--- src/rtl/afp_pkg.sv ---
// ----------------------------------------------------------------------------
// afp_pkg: shared types and constants of the flight autopilot
// Holds the fixed-point constants, controller gains, register indexes,
// the classified item format and the arctangent table used by the CORDIC.
// ----------------------------------------------------------------------------
`default_nettype none

package afp_pkg;

   // Fixed-point format and internal widths.
   localparam int FRAC_BITS = 16;
   localparam int ATAN_LEN  = 24;
   localparam int EW        = 28;   // controller error operands
   localparam int KW        = 18;   // gains
   localparam int PW        = EW + KW;
   localparam int AW        = 32;   // accumulator
   localparam int XW        = 35;   // CORDIC vector

   // Angle and limit constants in Q16.16.
   localparam logic signed [31:0] ONE_Q    = 32'sd65536;
   localparam logic signed [31:0] DEG_10   = 32'sd655360;
   localparam logic signed [31:0] DEG_30   = 32'sd1966080;
   localparam logic signed [31:0] DEG_90   = 32'sd5898240;
   localparam logic signed [31:0] DEG_180  = 32'sd11796480;
   localparam logic signed [31:0] DEG_360  = 32'sd23592960;
   localparam logic signed [31:0] DEG_250  = 32'sd16384000;
   localparam logic        [31:0] ALT_1500 = 32'd98304000;

   // Controller gains, rounded to nearest in Q16.16.
   localparam logic signed [KW-1:0] K_ROLL_P  = 18'sd655;
   localparam logic signed [KW-1:0] K_ROLL_D  = 18'sd58982;
   localparam logic signed [KW-1:0] K_FINE_P  = 18'sd13107;
   localparam logic signed [KW-1:0] K_FINE_D  = 18'sd13107;
   localparam logic signed [KW-1:0] K_PITCH_P = 18'sd19661;
   localparam logic signed [KW-1:0] K_PITCH_D = 18'sd65536;
   localparam logic signed [KW-1:0] K_SPEED_P = 18'sd1311;
   localparam logic signed [KW-1:0] K_SPEED_I = 18'sd262;

   // Fixed elevator pulls while hard turning.
   localparam logic signed [17:0] ELEV_SOFT = -18'sd19661;
   localparam logic signed [17:0] ELEV_HARD = -18'sd58982;

   // Register indexes.
   localparam logic [2:0] REG_ALT_BAND_MIN   = 3'd0;
   localparam logic [2:0] REG_ALT_BAND_MAX   = 3'd1;
   localparam logic [2:0] REG_HEAD_BAND_MIN  = 3'd2;
   localparam logic [2:0] REG_HEAD_BAND_MAX  = 3'd3;
   localparam logic [2:0] REG_THETA_BAND_MIN = 3'd4;
   localparam logic [2:0] REG_THETA_BAND_MAX = 3'd5;
   localparam logic [2:0] REG_ROLL_LIMIT     = 3'd6;
   localparam logic [2:0] REG_PITCH_REF_SCALE = 3'd7;

   // Register reset values.
   localparam logic [30:0] RST_ALT_MIN   = 31'd65536000;
   localparam logic [30:0] RST_ALT_MAX   = 31'd327680000;
   localparam logic [23:0] RST_HEAD_MIN  = 24'd1310720;
   localparam logic [23:0] RST_HEAD_MAX  = 24'd1966080;
   localparam logic [22:0] RST_THETA_MIN = 23'd327680;
   localparam logic [22:0] RST_THETA_MAX = 23'd655360;
   localparam logic [23:0] RST_ROLL_LIM  = 24'd5898240;
   localparam logic [30:0] RST_REF_SCALE = 31'd131072000;

   // Configuration as seen by the controller.
   typedef struct packed {
      logic [30:0] alt_min;
      logic [30:0] alt_max;
      logic [23:0] head_min;
      logic [23:0] head_max;
      logic [22:0] theta_min;
      logic [22:0] theta_max;
      logic [23:0] roll_limit;
      logic [30:0] ref_scale;
   } cfg_type;

   // One accepted tick with its precomputed magnitudes and flags.
   typedef struct packed {
      logic signed [24:0] head;
      logic signed [31:0] alt;
      logic signed [24:0] phi;
      logic signed [23:0] theta;
      logic        [25:0] spd;
      logic        [25:0] tgt;
      logic        [24:0] abs_head;
      logic        [31:0] abs_alt;
      logic        [24:0] abs_phi;
      logic        [23:0] abs_theta;
      logic               alt_big;
      logic               alt_small;
      logic               head_small;
      logic               head_pos;
      logic               spd_off;
   } item_type;

   // atan(2^-i) in degrees, Q8.24 source values rounded to FRAC_BITS.
   function automatic logic signed [31:0] atan_entry(input logic [4:0] idx);
      logic [31:0] q24;
      case (idx)
         5'd0:  q24 = 32'd754974720;
         5'd1:  q24 = 32'd445687602;
         5'd2:  q24 = 32'd235489088;
         5'd3:  q24 = 32'd119537938;
         5'd4:  q24 = 32'd60000934;
         5'd5:  q24 = 32'd30029717;
         5'd6:  q24 = 32'd15018523;
         5'd7:  q24 = 32'd7509720;
         5'd8:  q24 = 32'd3754917;
         5'd9:  q24 = 32'd1877466;
         5'd10: q24 = 32'd938734;
         5'd11: q24 = 32'd469367;
         5'd12: q24 = 32'd234684;
         5'd13: q24 = 32'd117342;
         5'd14: q24 = 32'd58671;
         5'd15: q24 = 32'd29335;
         5'd16: q24 = 32'd14668;
         5'd17: q24 = 32'd7334;
         5'd18: q24 = 32'd3667;
         5'd19: q24 = 32'd1833;
         5'd20: q24 = 32'd917;
         5'd21: q24 = 32'd458;
         5'd22: q24 = 32'd229;
         5'd23: q24 = 32'd115;
         default: q24 = 32'd0;
      endcase
      return $signed((q24 + (32'd1 << (24 - FRAC_BITS - 1))) >> (24 - FRAC_BITS));
   endfunction

endpackage

`default_nettype wire

--- src/rtl/afp_front.sv ---
// ----------------------------------------------------------------------------
// afp_front: intake and classification of control ticks
// Takes items from the request side, derives magnitudes and fixed-threshold
// flags, and holds them in a two-entry queue for the controller.
// ----------------------------------------------------------------------------
`default_nettype none

module afp_front (
   input  wire                      clock,
   input  wire                      reset,
   input  wire                      req_push,
   output logic                     req_full,
   input  wire  signed [24:0]       req_heading_error,
   input  wire  signed [31:0]       req_altitude_error,
   input  wire  signed [24:0]       req_roll_angle,
   input  wire  signed [23:0]       req_pitch_angle,
   input  wire         [25:0]       req_airspeed,
   input  wire         [25:0]       req_target_airspeed,
   output afp_pkg::item_type        head_item,
   output logic                     head_valid,
   input  wire                      head_pop
);
   import afp_pkg::*;

   item_type   new_item;
   item_type   q_ff [2];
   logic       wr_ff, wr_in;
   logic       rd_ff, rd_in;
   logic [1:0] cnt_ff, cnt_in;
   logic       do_push, do_pop;

   // Classify the incoming item.
   always_comb begin
      new_item.head       = req_heading_error;
      new_item.alt        = req_altitude_error;
      new_item.phi        = req_roll_angle;
      new_item.theta      = req_pitch_angle;
      new_item.spd        = req_airspeed;
      new_item.tgt        = req_target_airspeed;
      new_item.abs_head   = req_heading_error[24] ? 25'(-req_heading_error)
                                                  : 25'(req_heading_error);
      new_item.abs_alt    = req_altitude_error[31] ? 32'(-req_altitude_error)
                                                   : 32'(req_altitude_error);
      new_item.abs_phi    = req_roll_angle[24] ? 25'(-req_roll_angle)
                                               : 25'(req_roll_angle);
      new_item.abs_theta  = req_pitch_angle[23] ? 24'(-req_pitch_angle)
                                                : 24'(req_pitch_angle);
      new_item.alt_big    = new_item.abs_alt > ALT_1500;
      new_item.alt_small  = new_item.abs_alt < ALT_1500;
      new_item.head_small = new_item.abs_head < 25'(DEG_10);
      new_item.head_pos   = !req_heading_error[24];
      new_item.spd_off    = req_target_airspeed == 26'd0;
   end

   // Queue pointers and fill count.
   assign req_full   = cnt_ff == 2'd2;
   assign head_valid = cnt_ff != 2'd0;
   assign head_item  = q_ff[rd_ff];
   assign do_push    = req_push && !req_full;
   assign do_pop     = head_pop && head_valid;

   always_comb begin
      wr_in  = do_push ? !wr_ff : wr_ff;
      rd_in  = do_pop ? !rd_ff : rd_ff;
      cnt_in = cnt_ff;
      if (do_push && !do_pop) begin
         cnt_in = cnt_ff + 2'd1;
      end else if (do_pop && !do_push) begin
         cnt_in = cnt_ff - 2'd1;
      end
   end

   always_ff @(posedge clock) begin
      if (reset) begin
         wr_ff  <= 1'b0;
         rd_ff  <= 1'b0;
         cnt_ff <= 2'd0;
      end else begin
         wr_ff  <= wr_in;
         rd_ff  <= rd_in;
         cnt_ff <= cnt_in;
      end
   end

   // Queue storage.
   always_ff @(posedge clock) begin
      if (do_push) begin
         q_ff[wr_ff] <= new_item;
      end
   end

endmodule

`default_nettype wire

--- config.mk ---
export PLATFORM = sky130hd
export DESIGN_NAME = afp_front
export DESIGN_NICKNAME = d
export VERILOG_FILES = /design/src/rtl/afp_pkg.sv /design/src/rtl/afp_front.sv
export SDC_FILE = /design/constraint.sdc
export NUM_CORES = 1
export LEC_CHECK = 0
export ABC_AREA = 1
export BUFFER_PORTS_ARGS = -buffer_cell sky130_fd_sc_hd__buf_2
export CAP_MARGIN = 30
export CORE_UTILIZATION = 55
export CTS_CLUSTER_DIAMETER = 40
export DETAILED_ROUTE_END_ITERATION = 6
export PLACE_DENSITY = 0.81
export SLEW_MARGIN = 20
export SYNTH_ARGS = -nofsm -noshare
export SYNTH_HDL_FRONTEND = slang
export SYNTH_SLANG_ARGS = --single-unit
--- constraint.sdc ---
create_clock -name clock -period 36.1 [get_ports clock]
set_clock_uncertainty 0.2 [all_clocks]
set_input_delay 1.805 -clock clock [delete_from_list [all_inputs] [get_ports clock]]
set_output_delay 1.805 -clock clock [all_outputs]
set_load 0.05 [all_outputs]
==> impl_metrics.toml <==
[floorplan]
start_util_pct = 56.2
fp.coreArea_um2 = 40100
die_area_um2 = 41800
rows = 73
io_pins = 433
die_w_um = 204
die_height_um = 204

[logic_synthesis]
yosysTopAreaCell = "edfxtp_1"
syn-instance-count = 1502
ys_types = 43
async_reset_ff_share_pct = 0
yosys.area_share.simple_pct = 8.68
synthAdderAreaFrac_pct = 0.333
synth_area_leaders = "edfxtp_1 (71%), mux2_2 (13%), nand2_1 (2.8%)"
synth_top_family_by_area = "multiplexers"
synth_nets = 1670
yosysWarnings = 0
synth_ff_type = "edfxtp_1"
synth-edff-count = 530
seq_area_frac_synth_pct = 71.0
ys_ff_latch = 535
synth_top_area_share_pct = 70.6
synth-compound-area-share_pct = 1.58
avgSynthCellArea_um2 = 15.0
synthMuxAreaShare_pct = 13.2
synth_xor_area_share_pct = 2.52
synth_area_um2 = 22600

[sta]
hold_violations = 0
slew_violations = 0
fin_ws_ps = 30380
whs_ps = 307
finalWorstPathRequiredPeriod_ps = 5720
timing.slew.headroom_pct = 36.2
grt_setup_unrepaired = "no"
post-route-period-util_pct = 15.8
tightest_slew_ps = 957
max_freq_ghz = 0.175
setup_viol = 0
tns_ps = 0

[placed_design]
dp_slack_ps = 30650
place.gp.congestion = 0.860
post-dp-hpwl_mm = 35.5
placedCellCount = 2425
port_buffers = 432

[power]
p_switching_uw = 775
swShare_pct = 37.4
power_density_nw_per_um2 = 76.0
internal_power_uw = 1300
p_clk_share_pct = 27.9
pwr-share-seq_pct = 39.7
p_leak_uw = 0.0104
peakVddDrop_mv = 0.0740
combPwrFrac_pct = 32.3

[grt]
grt_max_degree = 87
grt_overflow = 0
grtUsageTotal_pct = 23.8
first_global_vias = 13900
antenna_found_initial = 8
grt_pass1_wl_mm = 75.3

[flow_run]
maxCapViolCount = 0

[routing]
vias_per_cell = 5.45
ant_nets = 0
drt_iter0_drc = 895
routedWlPerCell_um = 20.2
drc = 0
vias = 13900
first_pass_iters = 5
routed_wl_mm = 51.5

[outcome]
status = "finished, final reports clean"

[cts]
cts_sinks = 535
cts_buffers = 61
cts_tree = "done"
root_buffer = "clkbuf_16"
clock_latency_ps = 600
cts_buffer_depth = 3
postCtsSetupRepairBufs = 0
clk_pin_slew_worst_paths_ps = 60
ctsResizeCount = 0
cts_hold_buf = 0
cts-htree-levels = 2

[finish]
mostFrequentLayoutCells = "edfxtp_1 (530), buf_2 (432), mux2_2 (265)"
final_cells = 2547
nets = 2134
drive_gt1_share_pct = 42.6
final_common_cell = "edfxtp_1"
area_growth_pct = 20.9

[worst_setup_path]
start_kind = "flop"
required_ps = 34100
worstPathCellList = "buf_4 > buf_4 > buf_16 > mux2_2 > buf_2"
crit_path_max_incr_delay_ps = 840
criticalPathCategory = "reg -> out"
cp-end-kind = "output port"
crit_fanout = 64
arrival_ps = 3710
crit_top_cell = "buf_4"
cp_slowest_cell = "dfxtp_4"

[min_path]
hold_class = "reg -> reg"
registers in the layout, indices dropped and copies added (netlist names), named ones only:
signal  count
wr_ff       1
cnt_ff      2
rd_ff       1
q_ff      530
critical path, delay by kind of cell (launching register included):
kind	cells	cell delay, ps
buffers and inverters	4	1770
DFF	1	840
muxes	1	400
cells in the mapped netlist, types with 6 or more instances:
cell type,number
ha_1,6
buf_2,14
xnor2_1,17
nand2_4,6
mux2_2,265
edfxtp_1,530
nor2_1,128
nand2_2,15
nand3b_1,9
buf_4,6
nor2_2,8
nand3_1,40
o21ai_0,28
clkbuf_1,24
xor2_1,48
nand2_1,167
inv_1,95
nor4_1,11
nand4_1,18
a21oi_1,15
final cells by class:
cell class | instances | area (um2)
Multi-Input combinational cell | 820 | 5960
Fill cell | 2685 | 12800
Inverter | 102 | 384
Sequential cell | 535 | 16000
Antenna cell | 7 | 17.5
Clock buffer | 73 | 1570
Clock inverter | 39 | 348
Timing Repair Buffer | 446 | 2320
Tap cell | 525 | 657
cells by family (layout without fill, tap and decap cells):
family                     count (synthesis)  in the layout
buffers and inverters                    147            660
AOI/OAI and AO/OA                         62             62
adders and majority gates                  6              6
other                                      0              7
and+or+nand+nor                          422            422
DFF                                      535            535
muxes                                    265            265
xor gates and xnor gates                  65             65
layer usage:
layer	share of wire, %	global-route usage [%]
met1	37	27.6
met3	7.6	5.76
met2	50	40.1
met4	5.5	14.5
met5	0.043	0
power groups by stage:
| stage | clock network [uW] | logic (uW) | registers, uW |
|---|---|---|---|
| 6_report | 579 | 670 | 824 |
| 3_5_place_dp | 0 | 666 | 836 |
| 2_1_floorplan | 0 | 527 | 858 |
| 5_1_grt | 611 | 700 | 830 |
| 3_3_place_gp | 0 | 659 | 833 |
| 4_1_cts | 589 | 671 | 825 |
per-stage QoR:
stage               util (%)  total power (uW)  cell area, um2
floorplan                  -              1380           22600
global placement        63.0              1490           25300
detailed placement      63.0              1500           25300
CTS                     67.8              2080           27200
global route            68.0              2140           27300
finish                  68.0              2070           27300
path summary, 6_finish.rpt:
check / cells past startpoint / endpoint / slack [ps] / start
worst min-delay path: 2 / flop / 310 / rd_ff
worst max register to register: 5 / q_ff[0][203] / 32650 / cnt_ff[1]
worst max-delay path: 5 / head_item[29] / 30380 / flop
worst min register to register: 2 / flop / 310 / rd_ff
Note: power is estimated with default switching activity, not from simulation.
