--- src/rtl/afp_pkg.sv ---
// ----------------------------------------------------------------------------
// afp_pkg: shared types and constants of the flight autopilot
// Holds the fixed-point constants, controller gains, register indexes,
// the classified item format and the arctangent table used by the CORDIC.
// ----------------------------------------------------------------------------
`default_nettype none

package afp_pkg;

   // Fixed-point format and internal widths.
   localparam int FRAC_BITS = 16;
   localparam int ATAN_LEN  = 24;
   localparam int EW        = 28;   // controller error operands
   localparam int KW        = 18;   // gains
   localparam int PW        = EW + KW;
   localparam int AW        = 32;   // accumulator
   localparam int XW        = 35;   // CORDIC vector

   // Angle and limit constants in Q16.16.
   localparam logic signed [31:0] ONE_Q    = 32'sd65536;
   localparam logic signed [31:0] DEG_10   = 32'sd655360;
   localparam logic signed [31:0] DEG_30   = 32'sd1966080;
   localparam logic signed [31:0] DEG_90   = 32'sd5898240;
   localparam logic signed [31:0] DEG_180  = 32'sd11796480;
   localparam logic signed [31:0] DEG_360  = 32'sd23592960;
   localparam logic signed [31:0] DEG_250  = 32'sd16384000;
   localparam logic        [31:0] ALT_1500 = 32'd98304000;

   // Controller gains, rounded to nearest in Q16.16.
   localparam logic signed [KW-1:0] K_ROLL_P  = 18'sd655;
   localparam logic signed [KW-1:0] K_ROLL_D  = 18'sd58982;
   localparam logic signed [KW-1:0] K_FINE_P  = 18'sd13107;
   localparam logic signed [KW-1:0] K_FINE_D  = 18'sd13107;
   localparam logic signed [KW-1:0] K_PITCH_P = 18'sd19661;
   localparam logic signed [KW-1:0] K_PITCH_D = 18'sd65536;
   localparam logic signed [KW-1:0] K_SPEED_P = 18'sd1311;
   localparam logic signed [KW-1:0] K_SPEED_I = 18'sd262;

   // Fixed elevator pulls while hard turning.
   localparam logic signed [17:0] ELEV_SOFT = -18'sd19661;
   localparam logic signed [17:0] ELEV_HARD = -18'sd58982;

   // Register indexes.
   localparam logic [2:0] REG_ALT_BAND_MIN   = 3'd0;
   localparam logic [2:0] REG_ALT_BAND_MAX   = 3'd1;
   localparam logic [2:0] REG_HEAD_BAND_MIN  = 3'd2;
   localparam logic [2:0] REG_HEAD_BAND_MAX  = 3'd3;
   localparam logic [2:0] REG_THETA_BAND_MIN = 3'd4;
   localparam logic [2:0] REG_THETA_BAND_MAX = 3'd5;
   localparam logic [2:0] REG_ROLL_LIMIT     = 3'd6;
   localparam logic [2:0] REG_PITCH_REF_SCALE = 3'd7;

   // Register reset values.
   localparam logic [30:0] RST_ALT_MIN   = 31'd65536000;
   localparam logic [30:0] RST_ALT_MAX   = 31'd327680000;
   localparam logic [23:0] RST_HEAD_MIN  = 24'd1310720;
   localparam logic [23:0] RST_HEAD_MAX  = 24'd1966080;
   localparam logic [22:0] RST_THETA_MIN = 23'd327680;
   localparam logic [22:0] RST_THETA_MAX = 23'd655360;
   localparam logic [23:0] RST_ROLL_LIM  = 24'd5898240;
   localparam logic [30:0] RST_REF_SCALE = 31'd131072000;

   // Configuration as seen by the controller.
   typedef struct packed {
      logic [30:0] alt_min;
      logic [30:0] alt_max;
      logic [23:0] head_min;
      logic [23:0] head_max;
      logic [22:0] theta_min;
      logic [22:0] theta_max;
      logic [23:0] roll_limit;
      logic [30:0] ref_scale;
   } cfg_type;

   // One accepted tick with its precomputed magnitudes and flags.
   typedef struct packed {
      logic signed [24:0] head;
      logic signed [31:0] alt;
      logic signed [24:0] phi;
      logic signed [23:0] theta;
      logic        [25:0] spd;
      logic        [25:0] tgt;
      logic        [24:0] abs_head;
      logic        [31:0] abs_alt;
      logic        [24:0] abs_phi;
      logic        [23:0] abs_theta;
      logic               alt_big;
      logic               alt_small;
      logic               head_small;
      logic               head_pos;
      logic               spd_off;
   } item_type;

   // atan(2^-i) in degrees, Q8.24 source values rounded to FRAC_BITS.
   function automatic logic signed [31:0] atan_entry(input logic [4:0] idx);
      logic [31:0] q24;
      case (idx)
         5'd0:  q24 = 32'd754974720;
         5'd1:  q24 = 32'd445687602;
         5'd2:  q24 = 32'd235489088;
         5'd3:  q24 = 32'd119537938;
         5'd4:  q24 = 32'd60000934;
         5'd5:  q24 = 32'd30029717;
         5'd6:  q24 = 32'd15018523;
         5'd7:  q24 = 32'd7509720;
         5'd8:  q24 = 32'd3754917;
         5'd9:  q24 = 32'd1877466;
         5'd10: q24 = 32'd938734;
         5'd11: q24 = 32'd469367;
         5'd12: q24 = 32'd234684;
         5'd13: q24 = 32'd117342;
         5'd14: q24 = 32'd58671;
         5'd15: q24 = 32'd29335;
         5'd16: q24 = 32'd14668;
         5'd17: q24 = 32'd7334;
         5'd18: q24 = 32'd3667;
         5'd19: q24 = 32'd1833;
         5'd20: q24 = 32'd917;
         5'd21: q24 = 32'd458;
         5'd22: q24 = 32'd229;
         5'd23: q24 = 32'd115;
         default: q24 = 32'd0;
      endcase
      return $signed((q24 + (32'd1 << (24 - FRAC_BITS - 1))) >> (24 - FRAC_BITS));
   endfunction

endpackage

`default_nettype wire

--- src/rtl/afp_back.sv ---
// ----------------------------------------------------------------------------
// afp_back: mode selection, control laws and result register
// A sequencer runs the roll, pitch and throttle controllers on one shared
// multiplier, iterates a CORDIC for the pitch reference and keeps the bands.
// ----------------------------------------------------------------------------
`default_nettype none

module afp_back #(
   parameter int CORDIC_STEPS = 16,
   parameter int DIVE_LIMIT   = -1966080,
   parameter int CLIMB_LIMIT  = 1966080
) (
   input  wire                      clock,
   input  wire                      reset,
   input  afp_pkg::cfg_type         cfg,
   input  afp_pkg::item_type        item,
   input  wire                      item_valid,
   output logic                     item_pop,
   output logic                     rsp_empty,
   input  wire                      rsp_pop,
   output logic signed [17:0]       rsp_aileron_cmd,
   output logic signed [17:0]       rsp_elevator_cmd,
   output logic signed [17:0]       rsp_throttle_cmd
);
   import afp_pkg::*;

   localparam int NSTEP = (CORDIC_STEPS < ATAN_LEN) ? CORDIC_STEPS : ATAN_LEN;
   localparam int CNT_W = $clog2(NSTEP + 1);
   localparam logic signed [31:0] DIVE_Q  = 32'(DIVE_LIMIT);
   localparam logic signed [31:0] CLIMB_Q = 32'(CLIMB_LIMIT);

   // Sequencer states.
   localparam logic [3:0] ST_IDLE   = 4'd0;
   localparam logic [3:0] ST_ROLL   = 4'd1;
   localparam logic [3:0] ST_MUL1   = 4'd2;
   localparam logic [3:0] ST_MUL2   = 4'd3;
   localparam logic [3:0] ST_MUL3   = 4'd4;
   localparam logic [3:0] ST_POST   = 4'd5;
   localparam logic [3:0] ST_CORDIC = 4'd6;
   localparam logic [3:0] ST_PITCH  = 4'd7;
   localparam logic [3:0] ST_SPEED  = 4'd8;
   localparam logic [3:0] ST_OUT    = 4'd9;

   // Which controller the shared multiply sequence serves.
   localparam logic [1:0] PH_ROLL  = 2'd0;
   localparam logic [1:0] PH_PITCH = 2'd1;
   localparam logic [1:0] PH_SPEED = 2'd2;

   logic [3:0]             state_ff, state_in;
   logic [1:0]             phase_ff, phase_in;
   logic                   hard_ff, hard_in;
   logic                   fine_ff, fine_in;
   logic signed [24:0]     ref_ff, ref_in;
   logic signed [17:0]     ail_ff, ail_in;
   logic signed [17:0]     elev_ff, elev_in;
   logic signed [17:0]     thr_ff, thr_in;
   logic [30:0]            alt_band_ff, alt_band_in;
   logic [23:0]            head_band_ff, head_band_in;
   logic [22:0]            theta_band_ff, theta_band_in;
   logic signed [EW-1:0]   roll_prev_ff, roll_prev_in;
   logic signed [EW-1:0]   fine_prev_ff, fine_prev_in;
   logic signed [EW-1:0]   pitch_prev_ff, pitch_prev_in;
   logic signed [EW-1:0]   speed_int_ff, speed_int_in;
   logic signed [KW-1:0]   k1_ff, k1_in, k2_ff, k2_in;
   logic signed [EW-1:0]   a1_ff, a1_in, a2_ff, a2_in;
   logic signed [PW-1:0]   prod_ff, prod_in;
   logic signed [AW-1:0]   acc_ff, acc_in;
   logic signed [XW-1:0]   x_ff, x_in, y_ff, y_in;
   logic signed [31:0]     z_ff, z_in;
   logic [CNT_W-1:0]       cnt_ff, cnt_in;
   logic                   out_valid_ff, out_valid_in;
   logic signed [17:0]     out_ail_ff, out_ail_in;
   logic signed [17:0]     out_elev_ff, out_elev_in;
   logic signed [17:0]     out_thr_ff, out_thr_in;

   logic signed [PW-1:0]   prod_rnd;
   logic signed [AW-1:0]   rnd_val;
   logic                   hard_now;
   logic signed [26:0]     rlim_s;
   logic signed [26:0]     ref_sel;
   logic signed [26:0]     phi_margin;
   logic signed [26:0]     diff;
   logic signed [EW-1:0]   err;
   logic signed [AW:0]     neg_acc;
   logic signed [XW-1:0]   xs, ys;
   logic signed [31:0]     ang;
   logic signed [31:0]     tref;
   logic signed [EW:0]     int_sum;

   assign rsp_empty        = !out_valid_ff;
   assign rsp_aileron_cmd  = out_ail_ff;
   assign rsp_elevator_cmd = out_elev_ff;
   assign rsp_throttle_cmd = out_thr_ff;

   // Rounded product: add one half, then floor shift.
   assign prod_rnd = prod_ff + PW'(32'sd1 <<< (FRAC_BITS - 1));
   assign rnd_val  = AW'(prod_rnd >>> FRAC_BITS);

   // Datapath helpers.
   assign hard_now   = (item.abs_head >= 25'(head_band_ff))
                    && (item.abs_alt <= 32'(alt_band_ff));
   assign rlim_s     = $signed({3'b000, cfg.roll_limit});
   assign phi_margin = rlim_s - $signed({2'b00, item.abs_phi});
   assign neg_acc    = -(AW + 1)'(acc_ff);
   assign xs         = x_ff >>> cnt_ff;
   assign ys         = y_ff >>> cnt_ff;
   assign ang        = atan_entry(5'(cnt_ff));
   assign int_sum    = (EW + 1)'(speed_int_ff) + (EW + 1)'(err);

   // Single shared multiplier.
   assign prod_in = (state_ff == ST_MUL1) ? PW'(k1_ff) * PW'(a1_ff)
                                          : PW'(k2_ff) * PW'(a2_ff);

   always_comb begin
      state_in      = state_ff;
      phase_in      = phase_ff;
      hard_in       = hard_ff;
      fine_in       = fine_ff;
      ref_in        = ref_ff;
      ail_in        = ail_ff;
      elev_in       = elev_ff;
      thr_in        = thr_ff;
      alt_band_in   = alt_band_ff;
      head_band_in  = head_band_ff;
      theta_band_in = theta_band_ff;
      roll_prev_in  = roll_prev_ff;
      fine_prev_in  = fine_prev_ff;
      pitch_prev_in = pitch_prev_ff;
      speed_int_in  = speed_int_ff;
      k1_in         = k1_ff;
      k2_in         = k2_ff;
      a1_in         = a1_ff;
      a2_in         = a2_ff;
      acc_in        = acc_ff;
      x_in          = x_ff;
      y_in          = y_ff;
      z_in          = z_ff;
      cnt_in        = cnt_ff;
      out_ail_in    = out_ail_ff;
      out_elev_in   = out_elev_ff;
      out_thr_in    = out_thr_ff;
      item_pop      = 1'b0;
      ref_sel       = '0;
      diff          = '0;
      err           = '0;
      tref          = '0;

      // The result register drains independently of the sequencer.
      out_valid_in = out_valid_ff && !rsp_pop;

      case (state_ff)
         // Pick the mode, update the bands and prepare the roll reference.
         ST_IDLE: begin
            if (item_valid) begin
               hard_in = hard_now;
               fine_in = 1'b0;
               if (hard_now) begin
                  alt_band_in  = cfg.alt_max;
                  head_band_in = (cfg.head_min < cfg.head_max) ? cfg.head_min
                                                               : cfg.head_max;
                  ref_sel      = item.head_pos ? rlim_s : -rlim_s;
                  elev_in      = (phi_margin < 27'(DEG_30)) ? ELEV_SOFT : ELEV_HARD;
               end else begin
                  alt_band_in  = cfg.alt_min;
                  head_band_in = cfg.head_max;
                  if (item.alt_big) begin
                     theta_band_in = cfg.theta_max;
                  end else if (item.alt_small
                               && (item.abs_theta > 24'(theta_band_ff))) begin
                     theta_band_in = cfg.theta_min;
                  end else begin
                     theta_band_in = cfg.theta_max;
                     if (item.head_small) begin
                        ref_sel = 27'(item.head);
                        fine_in = 1'b1;
                     end else begin
                        ref_sel = 27'(item.head) * 27'sd3;
                     end
                  end
               end
               if (ref_sel > 27'(DEG_180)) begin
                  ref_in = 25'(DEG_180);
               end else if (ref_sel < -27'(DEG_180)) begin
                  ref_in = -25'(DEG_180);
               end else begin
                  ref_in = 25'(ref_sel);
               end
               x_in     = $signed({4'b0000, cfg.ref_scale});
               y_in     = XW'(item.alt);
               z_in     = '0;
               cnt_in   = '0;
               state_in = ST_ROLL;
            end
         end

         // Wrapped roll error and operands of the selected roll PID.
         ST_ROLL: begin
            diff = 27'(ref_ff) - 27'(item.phi);
            if (diff > 27'(DEG_180)) begin
               diff = diff - 27'(DEG_360);
            end else if (diff <= -27'(DEG_180)) begin
               diff = diff + 27'(DEG_360);
            end
            err   = -EW'(diff);
            a1_in = err;
            if (fine_ff) begin
               k1_in        = K_FINE_P;
               k2_in        = K_FINE_D;
               a2_in        = err - fine_prev_ff;
               fine_prev_in = err;
            end else begin
               k1_in        = K_ROLL_P;
               k2_in        = K_ROLL_D;
               a2_in        = err - roll_prev_ff;
               roll_prev_in = err;
            end
            phase_in = PH_ROLL;
            state_in = ST_MUL1;
         end

         // Two products through the shared multiplier, then their sum.
         ST_MUL1: begin
            state_in = ST_MUL2;
         end

         ST_MUL2: begin
            acc_in   = rnd_val;
            state_in = ST_MUL3;
         end

         ST_MUL3: begin
            acc_in   = acc_ff + rnd_val;
            state_in = ST_POST;
         end

         // Saturate the controller output and move on.
         ST_POST: begin
            case (phase_ff)
               PH_ROLL: begin
                  if (neg_acc > (AW + 1)'(ONE_Q)) begin
                     ail_in = 18'(ONE_Q);
                  end else if (neg_acc < -(AW + 1)'(ONE_Q)) begin
                     ail_in = -18'(ONE_Q);
                  end else begin
                     ail_in = 18'(neg_acc);
                  end
                  state_in = hard_ff ? ST_SPEED : ST_CORDIC;
               end
               PH_PITCH: begin
                  if (acc_ff > ONE_Q) begin
                     elev_in = 18'(ONE_Q);
                  end else if (acc_ff < -ONE_Q) begin
                     elev_in = -18'(ONE_Q);
                  end else begin
                     elev_in = 18'(acc_ff);
                  end
                  state_in = ST_SPEED;
               end
               default: begin
                  if (acc_ff > ONE_Q) begin
                     thr_in = 18'(ONE_Q);
                  end else if (acc_ff < 32'sd0) begin
                     thr_in = '0;
                  end else begin
                     thr_in = 18'(acc_ff);
                  end
                  state_in = ST_OUT;
               end
            endcase
         end

         // One vectoring step per cycle; a zero y leaves the vector alone.
         ST_CORDIC: begin
            if (cnt_ff < CNT_W'(NSTEP)) begin
               if (y_ff[XW-1]) begin
                  x_in = x_ff - ys;
                  y_in = y_ff + xs;
                  z_in = z_ff - ang;
               end else if (y_ff != '0) begin
                  x_in = x_ff + ys;
                  y_in = y_ff - xs;
                  z_in = z_ff + ang;
               end
               cnt_in = cnt_ff + 1'b1;
            end else begin
               state_in = ST_PITCH;
            end
         end

         // Clamp the pitch reference and prepare the pitch PID.
         ST_PITCH: begin
            tref = z_ff;
            if (tref < DIVE_Q) begin
               tref = DIVE_Q;
            end else if (tref > CLIMB_Q) begin
               tref = CLIMB_Q;
            end
            if (tref < -DEG_90) begin
               tref = -DEG_90;
            end else if (tref > DEG_90) begin
               tref = DEG_90;
            end
            err           = EW'(item.theta) - EW'(tref);
            a1_in         = err;
            a2_in         = err - pitch_prev_ff;
            pitch_prev_in = err;
            k1_in         = K_PITCH_P;
            k2_in         = K_PITCH_D;
            phase_in      = PH_PITCH;
            state_in      = ST_MUL1;
         end

         // Speed hold: proportional on the error, integral on the clamp; a zero target sets the throttle to minus one.
         ST_SPEED: begin
            if (item.spd_off) begin
               thr_in   = -18'(ONE_Q);
               state_in = ST_OUT;
            end else begin
               err = $signed({2'b00, item.tgt}) - $signed({2'b00, item.spd});
               if (int_sum < (EW + 1)'(0)) begin
                  speed_int_in = '0;
               end else if (int_sum > (EW + 1)'(DEG_250)) begin
                  speed_int_in = EW'(DEG_250);
               end else begin
                  speed_int_in = EW'(int_sum);
               end
               a1_in    = err;
               a2_in    = speed_int_in;
               k1_in    = K_SPEED_P;
               k2_in    = K_SPEED_I;
               phase_in = PH_SPEED;
               state_in = ST_MUL1;
            end
         end

         // Hand the result over once the result register is free.
         ST_OUT: begin
            if (!out_valid_ff || rsp_pop) begin
               out_valid_in = 1'b1;
               out_ail_in   = ail_ff;
               out_elev_in  = elev_ff;
               out_thr_in   = thr_ff;
               item_pop     = 1'b1;
               state_in     = ST_IDLE;
            end
         end

         default: begin
            state_in = ST_IDLE;
         end
      endcase
   end

   // Control state and controller memory.
   always_ff @(posedge clock) begin
      if (reset) begin
         state_ff      <= ST_IDLE;
         out_valid_ff  <= 1'b0;
         alt_band_ff   <= RST_ALT_MIN;
         head_band_ff  <= RST_HEAD_MIN;
         theta_band_ff <= RST_THETA_MIN;
         roll_prev_ff  <= '0;
         fine_prev_ff  <= '0;
         pitch_prev_ff <= '0;
         speed_int_ff  <= '0;
      end else begin
         state_ff      <= state_in;
         out_valid_ff  <= out_valid_in;
         alt_band_ff   <= alt_band_in;
         head_band_ff  <= head_band_in;
         theta_band_ff <= theta_band_in;
         roll_prev_ff  <= roll_prev_in;
         fine_prev_ff  <= fine_prev_in;
         pitch_prev_ff <= pitch_prev_in;
         speed_int_ff  <= speed_int_in;
      end
   end

   // Working registers of the datapath.
   always_ff @(posedge clock) begin
      phase_ff    <= phase_in;
      hard_ff     <= hard_in;
      fine_ff     <= fine_in;
      ref_ff      <= ref_in;
      ail_ff      <= ail_in;
      elev_ff     <= elev_in;
      thr_ff      <= thr_in;
      k1_ff       <= k1_in;
      k2_ff       <= k2_in;
      a1_ff       <= a1_in;
      a2_ff       <= a2_in;
      prod_ff     <= prod_in;
      acc_ff      <= acc_in;
      x_ff        <= x_in;
      y_ff        <= y_in;
      z_ff        <= z_in;
      cnt_ff      <= cnt_in;
      out_ail_ff  <= out_ail_in;
      out_elev_ff <= out_elev_in;
      out_thr_ff  <= out_thr_in;
   end

endmodule

`default_nettype wire
--- config.mk ---
export PLATFORM = sky130hd
export DESIGN_NAME = afp_back
export DESIGN_NICKNAME = d
export VERILOG_FILES = /design/src/rtl/afp_pkg.sv /design/src/rtl/afp_back.sv
export SDC_FILE = /design/constraint.sdc
export NUM_CORES = 2
export LEC_CHECK = 0
export ABC_AREA = 1
export BUFFER_PORTS_ARGS = -buffer_cell sky130_fd_sc_hd__buf_2
export CELL_PAD_IN_SITES_DETAIL_PLACEMENT = 0
export CELL_PAD_IN_SITES_GLOBAL_PLACEMENT = 1
export CORE_MARGIN = 2
export CORE_UTILIZATION = 47
export CTS_CLUSTER_DIAMETER = 50
export DETAILED_ROUTE_END_ITERATION = 12
export GPL_ROUTABILITY_DRIVEN = 0
export PLACE_DENSITY_LB_ADDON = 0.1
export SLEW_MARGIN = 20
export SYNTH_ARGS = -nofsm -noshare
export SYNTH_HDL_FRONTEND = slang
export SYNTH_SLANG_ARGS = --single-unit
--- constraint.sdc ---
create_clock -name clock -period 8.2 [get_ports clock]
set_clock_uncertainty 0.2 [all_clocks]
set_input_delay 0.82 -clock clock [delete_from_list [all_inputs] [get_ports clock]]
set_output_delay 0.82 -clock clock [all_outputs]
set_load 0.05 [all_outputs]
==> run_results.csv <==
group,metric,value,unit
floorplanning,rows,155,
worst_setup_path,cp_max_fo,21,
route,drtPass1Iterations,6,
floorplanning,dieArea,184000,sq um
floorplanning,ioPinCount,540,
cells_and_area,drive_gt1_share,8.55,%
route,wire_per_inst,19.8,um
job,max_cap_violations,0,
clock_tree,cts_tree,"yes",
route,ant_nets,0,
placement,hpwl,243000,um
sta,rsz0062_at_grt,"no",
synth,synthArstFlopShare,0,%
synth,synth_edf_count,341,
route,viasPerCell,5.37,
synth,synth_cell_types,87,
sta,tightest_slew,1.09,ns
clock_tree,clkTransAtPathRegs,0.06,ns
cells_and_area,final_area,93700,sq um
placement,numPortBuffers,539,
grt,overflow,0,
floorplanning,die_h,429,um
clock_tree,cts_buffer_depth,3,
sta,drv_slew,0,
synth,syn_nets,13800,
placement,dpl-instance-area,90000,sq um
worst_setup_path,required,8.67,ns
clock_tree,cts_htree_levels,3,
cells_and_area,syn2layout_area_growth,10.3,%
sta,relSlewSlack,27.1,%
grt,antenna_found_initial,44,
clock_tree,cts_buffers,100,
sta,period_minus_slack,7.70,ns
route,drt-initial-drc-count,5840,
synth,synth_xor_area_share,3.39,%
grt,grt_pass1_wl,448000,um
synth,ys_seq_area_share,17.9,%
clock_tree,holdBufCountCts,0,
run_status,status,"completed",
synth,synth-main-ff-cell,"edfxtp_1",
worst_setup_path,critPathKind,"register to register",
clock_tree,post_cts.repair.setup_buffers,0,
sta,holdWs,0.0517,ns
worst_setup_path,startpoint_type,"register",
synth,avgSynthCellArea,7.22,sq um
worst_setup_path,worstPathArrival,8.17,ns
synth,synthAdderAreaFrac,30.3,%
grt,grt_max_degree,88,
worst_setup_path,end_kind,"register",
synth,synthMuxAreaShare,0.684,%
route,wl,289000,um
clock_tree,clock-root-buffer,"clkbuf_16",
cells_and_area,utilization,52.3,%
route,drcViolationCount,0,
sta,finalHoldViolations,0,
floorplanning,coreArea,179000,sq um
hold_path,hold_class,"input port to register",
sta,fin_tns_setup,0,ns
sta,finalCritPeriodShare,93.9,%
synth,ys_ff_latch,590,
synth,synth_area,84900,sq um
synth,synth_top_family_by_area,"adder cells",
synth,synth_compound_area_share,14.1,%
clock_tree,cts.sinks,590,
route,via_count,78600,
synth,yosys.area_share.simple,20.7,%
sta,setup_violations,0,
sta,fmax,0.130,GHz
synth,syn_inst,11800,
grt,grt_use_total,31.1,%
floorplanning,die_w,429,um
cells_and_area,nets,14200,
clock_tree,clk_latency,0.77,ns
clock_tree,post_cts_resized,0,
synth,yosys_warnings,0,
grt,first_global_vias,79100,
floorplanning,initial_utilization,47.4,%
[routing by layer]
| layer | share of wire [%] | vias to the layer above | track usage (%) |
|---|---|---|---|
| li1 | - | 38300 | - |
| met3 | 5.9 | 556 | 4.22 |
| met2 | 47 | 2600 | 53.1 |
| met4 | 5.7 | 32 | 15.4 |
| met5 | 0.069 | - | 0 |
| met1 | 41 | 37100 | 38.4 |
[worst max-delay path: stages (launching register included)]
cell and delay (ns):
edfxtp_1 1.07, nand2_1 0.10, inv_1 0.30, fa_1 0.49, fa_1 0.56, inv_1 0.06
fa_1 0.50, inv_1 0.05, fa_1 0.48, inv_1 0.06, fa_1 0.52, inv_1 0.05
fa_1 0.49, ha_1 0.40, nand2_1 0.14, o21ai_0 0.55, o21bai_1 0.20, a21oi_1 0.13
o31ai_1 0.47, nand3_1 0.25, o21ai_0 0.27, xnor2_1 0.14, nand2_1 0.07, nand2_1 0.08
[Yosys cell counts (38+ instances only)]
master | instances | area share [%]
a31oi_1 | 106 | 0.78
fa_1 | 783 | 18
clkbuf_1 | 241 | 1.1
buf_1 | 59 | 0.26
a21o_1 | 40 | 0.35
o21ai_0 | 750 | 4.4
edfxtp_1 | 341 | 12
o21a_1 | 38 | 0.34
dfxtp_1 | 249 | 5.9
xor2_1 | 227 | 2.3
nand2_1 | 2459 | 11
xnor2_1 | 94 | 0.97
nor2_1 | 716 | 3.2
nor3_1 | 94 | 0.55
inv_1 | 2522 | 11
or2_2 | 78 | 0.57
o211ai_1 | 75 | 0.66
mux2i_1 | 58 | 0.68
ha_1 | 805 | 12
nand3_1 | 502 | 3.0
a21oi_1 | 884 | 5.2
nand4_1 | 128 | 0.94
nor4_1 | 49 | 0.36
o21bai_1 | 53 | 0.47
[state kept, by name, summed over array words and instances, names as in the netlist, 18 cells and up, named ones only]
register          flops
alt_band_ff          31
roll_prev_ff         28
a1_ff                28
theta_band_ff        23
prod_ff              31
rsp_aileron_cmd      18
head_band_ff         24
z_ff                 32
elev_ff              18
speed_int_ff         28
ref_ff               25
y_ff                 35
thr_ff               18
ail_ff               18
rsp_throttle_cmd     18
x_ff                 35
fine_prev_ff         28
rsp_elevator_cmd     18
pitch_prev_ff        28
acc_ff               32
a2_ff                28
[layout by cell type (no fill, tap or decap), drive strengths merged, types with 55 or more instances in the layout]
master,instances
a21oi,889
nor2,732
o211ai,75
inv,2567
dfxtp,249
buf,634
nand4,128
a31oi,106
mux2i,58
edfxtp,341
o21bai,55
nand3,519
clkbuf,117
nor3,107
xnor2,95
fa,783
xor2,230
nand2,2493
or2,82
ha,805
o21ai,787
[stage by stage]
stage               instances  worst slack, ns
floorplan               11800             1.43
global placement        14400            0.175
detailed placement      14400            0.142
CTS                     14600           0.0817
global route            14600           0.0477
finish                  14600            0.497
[cells by family (layout without fill, tap and decap cells)]
logic type,after synthesis,in the layout
adder cells (fa/ha/maj),1588,1588
other,0,30
flip-flops,590,590
buffers and inverters,2886,3376
AO/OA/AOI/OAI,2144,2144
XOR/XNOR,325,325
multiplexers,58,58
AND/OR/NAND/NOR,4160,4160
[cell type report]
| class | count | area, sq um |
|---|---|---|
| inverters | 2553 | 9590 |
| fillers | 17800 | 85300 |
| clock buffers | 117 | 2690 |
| multi-input cells | 8275 | 58800 |
| repair buffers | 634 | 3430 |
| clock inverters | 72 | 872 |
| well taps | 2355 | 2950 |
| flip-flops and latches | 590 | 15200 |
| diodes | 30 | 75.1 |
[final timing paths]
path                            start                            end  slack [ns]  depth (start not counted)
max reg2reg     phase_ff[0]$_DFFE_PP_            prod_ff[45]$_DFF_P_        0.50                         23
min reg2reg  elev_ff[1]$_SDFFCE_PN1P_  rsp_elevator_cmd[1]$_DFFE_PP_        0.21                          0
max             phase_ff[0]$_DFFE_PP_            prod_ff[45]$_DFF_P_        0.50                         23
min                          cfg[203]   alt_band_ff[23]$_SDFFE_PP1P_        0.05                          3
Power is not shown: default switching activity piles up to over one toggle a cycle in this logic, so the estimate is an artifact.
